<file path="src/hdl/bba_pkg.sv">
// Shared types and codes for the buddy block allocator.
package bba_pkg;

	// result status codes
	localparam logic [1:0] ALLOC_GRANTED = 2'd0;
	localparam logic [1:0] ALLOC_INVALID = 2'd1;
	localparam logic [1:0] ALLOC_NOSPACE = 2'd2;

	// tree node states
	localparam logic [1:0] NODE_FREE    = 2'd0;
	localparam logic [1:0] NODE_PARTIAL = 2'd1;
	localparam logic [1:0] NODE_FULL    = 2'd2;

	// configuration register indexes
	localparam logic CFG_HEAP_BASE    = 1'b0;
	localparam logic CFG_REGION_COUNT = 1'b1;

	// block sizes (log2) and tree depths fit in five bits
	localparam int LOG_W = 5;

	typedef struct packed {
		logic       clear;
		logic       load;
		logic       want_inc;
		logic       root;
		logic       descend;
		logic       up;
		logic       sibling;
		logic       next_region;
		logic       mark;
		logic       sib;
		logic       parent;
		logic       finish;
		logic [1:0] code;
	} bba_cmd_t;

	typedef struct packed {
		logic clr_done;
		logic size_big;
		logic want_more;
		logic reg_end;
		logic node_root;
		logic node_odd;
		logic is_full;
		logic is_free;
		logic at_target;
	} bba_stat_t;

endpackage

</file>
<file path="src/hdl/bba_ctrl.sv">
// Controller: sequences clearing, size rounding, tree walk and ancestor update.
module bba_ctrl import bba_pkg::*; (
	input  logic      clk,
	input  logic      arst_n,
	input  logic      start,
	input  bba_stat_t stat,
	output bba_cmd_t  cmd,
	output logic      busy
);

	localparam logic [3:0] S_CLEAR  = 4'd0;
	localparam logic [3:0] S_IDLE   = 4'd1;
	localparam logic [3:0] S_SIZE   = 4'd2;
	localparam logic [3:0] S_REGION = 4'd3;
	localparam logic [3:0] S_RD     = 4'd4;
	localparam logic [3:0] S_EV     = 4'd5;
	localparam logic [3:0] S_BACK   = 4'd6;
	localparam logic [3:0] S_UP     = 4'd7;
	localparam logic [3:0] S_UPE    = 4'd8;
	localparam logic [3:0] S_FIN    = 4'd9;

	logic [3:0] state_q, state_d;
	logic [1:0] code_q, code_d;

	always_comb begin
		state_d = state_q;
		code_d  = code_q;
		cmd     = '0;
		cmd.code = code_q;
		case (state_q)
			S_CLEAR: begin
				if (stat.clr_done) begin
					state_d = S_IDLE;
				end else begin
					cmd.clear = 1'b1;
				end
			end
			S_IDLE: begin
				if (start) begin
					cmd.load = 1'b1;
					state_d  = S_SIZE;
				end
			end
			S_SIZE: begin
				if (stat.size_big) begin
					code_d  = ALLOC_INVALID;
					state_d = S_FIN;
				end else if (stat.want_more) begin
					cmd.want_inc = 1'b1;
				end else begin
					state_d = S_REGION;
				end
			end
			S_REGION: begin
				if (stat.reg_end) begin
					code_d  = ALLOC_NOSPACE;
					state_d = S_FIN;
				end else begin
					cmd.root = 1'b1;
					state_d  = S_RD;
				end
			end
			S_RD: state_d = S_EV;
			S_EV: begin
				if (stat.at_target && stat.is_free) begin
					cmd.mark = 1'b1;
					state_d  = S_UP;
				end else if (stat.is_full || stat.at_target) begin
					state_d = S_BACK;
				end else begin
					cmd.descend = 1'b1;
					state_d     = S_RD;
				end
			end
			S_BACK: begin
				if (stat.node_root) begin
					cmd.next_region = 1'b1;
					state_d         = S_REGION;
				end else if (stat.node_odd) begin
					cmd.up = 1'b1;
				end else begin
					cmd.sibling = 1'b1;
					state_d     = S_RD;
				end
			end
			S_UP: begin
				if (stat.node_root) begin
					code_d  = ALLOC_GRANTED;
					state_d = S_FIN;
				end else begin
					cmd.sib = 1'b1;
					state_d = S_UPE;
				end
			end
			S_UPE: begin
				cmd.parent = 1'b1;
				state_d    = S_UP;
			end
			S_FIN: begin
				cmd.finish = 1'b1;
				state_d    = S_IDLE;
			end
			default: state_d = S_CLEAR;
		endcase
	end

	always_ff @(posedge clk or negedge arst_n) begin
		if (!arst_n) begin
			state_q <= S_CLEAR;
			code_q  <= ALLOC_GRANTED;
		end else begin
			state_q <= state_d;
			code_q  <= code_d;
		end
	end

	assign busy = (state_q != S_IDLE);

	a_full_backtracks: assert property (@(posedge clk) disable iff (!arst_n)
		(state_q == S_EV && stat.is_full) |=> state_q == S_BACK)
		else $error("full node not skipped");

	a_mark_free_target: assert property (@(posedge clk) disable iff (!arst_n)
		cmd.mark |-> (stat.at_target && stat.is_free))
		else $error("marked a node that is not a free target");

	a_fin_to_idle: assert property (@(posedge clk) disable iff (!arst_n)
		state_q == S_FIN |=> state_q == S_IDLE)
		else $error("finish did not return to idle");

endmodule

</file>
<file path="config.mk">
export PLATFORM = sky130hd
export DESIGN_NAME = bba_ctrl
export DESIGN_NICKNAME = d
export VERILOG_FILES = /design/src/hdl/bba_pkg.sv /design/src/hdl/bba_ctrl.sv
export SDC_FILE = /design/constraint.sdc
export NUM_CORES = 1
export LEC_CHECK = 0
export ABC_AREA = 1
export BUFFER_PORTS_ARGS = -buffer_cell sky130_fd_sc_hd__buf_4
export CORE_AREA = 2 2 39 41
export CTS_CLUSTER_DIAMETER = 40
export DETAILED_ROUTE_END_ITERATION = 8
export DIE_AREA = 0 0 41 43
export PLACE_DENSITY = 0.7
export SLEW_MARGIN = 15
export SYNTH_ARGS = -nofsm -noshare
export SYNTH_HDL_FRONTEND = slang
export SYNTH_SLANG_ARGS = --single-unit
</file>
<file path="constraint.sdc">
create_clock -name clk -period 2.3 [get_ports clk]
set_input_delay 0.115 -clock clk [delete_from_list [all_inputs] [get_ports clk]]
set_output_delay 0.115 -clock clk [all_outputs]
set_load 0.005 [all_outputs]
</file>
==> flow_metrics.tcl <==
set metrics [dict create \
    status "completed" \
    ys_ff_latch 6 \
    die_y_um 43 \
    startpoint "state_q[1]" \
    io-pin-count 27 \
    grt_max_degree 9 \
    seq_area_frac_synth_pct 29.2 \
    r2r.worst_path.cells 6 \
    fillers 151 \
    critPathArrivalTime_ns 1.30 \
    cts-root-buf "clkbuf_4" \
    worstSetupPathType "flip-flop to output port" \
    start_util_pct 37.2 \
    cts_max_level 1 \
    syn2layout_area_growth_pct 48.2 \
    p_leak_nw 0.506 \
    maxSlewViolCount 0 \
    drt_wl_total_mm 1.22 \
    timing.final.crit_share_pct 61.5 \
    drive_gt1_share_pct 32.8 \
    setup_viol 0 \
    relSlewSlack_pct 83.5 \
    synth_cell_types 14 \
    grt_first_pass_wirelength_mm 1.93 \
    wl_per_cell_um 9.25 \
    period_needed_ns 1.41 \
    synth_top_family_by_area "simple AND/OR/NAND/NOR gates" \
    vias 584 \
    clock_latency_ns 0.24 \
    holdPathStages 3 \
    dieArea_um2 1760 \
    tritoncts "yes" \
    drc 0 \
    finClkSkew_ns 0.00720 \
    io_buffers 26 \
    yosys.area_share.simple_pct 51.3 \
    synth_fa_ha_area_share_pct 0 \
    endpoint_kind "output port" \
    num_rows 14 \
    dp_cells 128 \
    final_hold_viol_count 0 \
    worstMarginPinSlew_ns 0.248 \
    worstPathMaxFanout 6 \
    start_kind "flip-flop" \
    drt_iter0_drc 3 \
    rsz0062_at_grt "no" \
    power_density_nw_per_um2 1030 \
    drt_first_pass_iters 4 \
    ir_worst_vdd_uv 539 \
    synth.area.mux_share_pct 0 \
    drv_cap 0 \
    gp_congestion 0.752 \
    fin_cells 132 \
    postCtsResizedCells 0 \
    netlist_instances 86 \
    netlist_area_um2 514 \
    critical_path.slowest_cell "dfrtp_1" \
    synth_compound_area_share_pct 4.14 \
    die-width_um 41 \
    min_from "stat[7]" \
    layout.nets 130 \
    cp.required_ns 2.18 \
    synth_top_area_cell "dfrtp_1" \
    synth_area_per_cell_um2 5.98 \
    cts_max_path_buffers 2 \
    hpwl_mm 1.06 \
    cpPeakStageDelay_ns 0.44 \
    fmax_mhz 707 \
    numCtsBuffers 3 \
    reg2reg_from "state_q[3]" \
    clk_pin_slew_worst_paths_ns 0.04 \
    antenna_found_initial 0 \
    synth_top_area_share_pct 29.2 \
    hold_path.class "primary input to flip-flop" \
    diodes 0 \
    antenna_left 0 \
    synthXorXnorAreaFrac_pct 0 \
    hold_ws_ns 0.182 \
    cp_cell_sequence "nor2_2 > nand2_2 > nor3_1 > buf_4" \
    vias_per_cell 4.42 \
    yosys_warnings 0 \
    cts.sinks 6 \
    setup_tns_ns 0 \
    synth.area.top_cells "dfrtp_1 (29%), nand2_1 (18%), inv_1 (13%)" \
    grt.overflow.total 0 \
    coreArea_um2 1380 \
    synth_nets 98 \
    track_usage_pct 15.5 \
    first_global_vias 509 \
]
-- stage by stage --
step	cell area [um^2]	power, W	utilization (%)	setup WS, ns
after floorplan	514	0.000526	-	1.18
after global placement	729	0.000695	52.7	1.10
after detailed placement	729	0.000701	52.7	1.06
after CTS	762	0.000798	55.1	0.874
after global routing	762	0.000870	55.1	0.775
final	762	0.000788	55.1	0.886
-- final cells by class --
class / count / area (um^2) / area share [%]
Multi-Input combinational cell: 59 / 285 / 37.4
Timing Repair Buffer: 27 / 205 / 26.9
Sequential cell: 6 / 150 / 19.7
Inverter: 21 / 78.8 / 10.3
Clock buffer: 3 / 22.5 / 2.96
Tap cell: 16 / 20.0 / 2.63
-- synth_stat cells --
library cell and count:
nand2_1 25, inv_1 18, nand3_1 11, nor2_1 10, dfrtp_1 6, inv_2 3, nor2_4 3, nand3b_1 2
nor2_2 2, nor3_1 2, nand2_2 1, o2111ai_1 1, o211ai_1 1, o21ai_0 1
-- cell families after synthesis --
| kind of cell | count (synthesis) |
|---|---|
| and+or+nand+nor | 56 |
| AOI/OAI and AO/OA | 3 |
| buffers and inverters | 21 |
| DFF | 6 |
-- cells in the final DEF (no fill, tap or decap) --
master / count
nand2_1: 25
dlygate4sd3_1: 1
inv_2: 3
nand2_2: 1
nand3_1: 11
nor3_1: 2
nor2_2: 2
clkbuf_4: 3
inv_1: 18
nor2_1: 10
o21ai_0: 1
buf_4: 26
nand3b_1: 2
o2111ai_1: 1
nor2_4: 3
o211ai_1: 1
dfrtp_1: 6
-- state kept, by name, indices dropped and copies added, names as in the netlist --
register  count
code_q        2
state_q       4
-- power by group --
part            total, W  internal, W  leakage [nW]  switching, W
sequential      0.000221     0.000156        0.0765     0.0000650
combinational   0.000475     0.000201         0.416      0.000275
clock          0.0000917    0.0000587        0.0138     0.0000330
total           0.000788     0.000415         0.506      0.000373
-- worst max-delay path, delay by kind of cell, from the launching register on --
family / cells / cell delay [ns]
buffers and inverters: 1 / 0.14
flip-flops: 1 / 0.44
AND/OR/NAND/NOR: 3 / 0.49
-- repair_timing --
action,4_1_cts,5_1_grt
hold buffers,1,0
endpoints found under the hold margin,6,0
setup endpoints to repair,0,0
buffers inserted,0,0
-- layer usage --
layer | routed length, um | GRT usage [%] | share of wire, % | vias to the layer above
met5 | 0 | 0 | 0 | -
met2 | 602 | 22.5 | 49 | 10
met3 | 43 | 4.71 | 3.5 | 0
met1 | 575 | 21.9 | 47 | 251
li1 | - | - | - | 323
met4 | 0 | 4.00 | 0 | 0
-- path summary, 6_finish.rpt --
path / to / slack, ns
setup / recovery: cmd[9] / 0.89
hold / removal: code_q[0] / 0.18
setup reg to reg: code_q[0] / 1.04
hold reg to reg: code_q[1] / 0.48
max in group asynchronous: state_q[1] / 1.96
min in group asynchronous: state_q[2] / 0.21
Note: power is estimated with default switching activity, not from simulation.
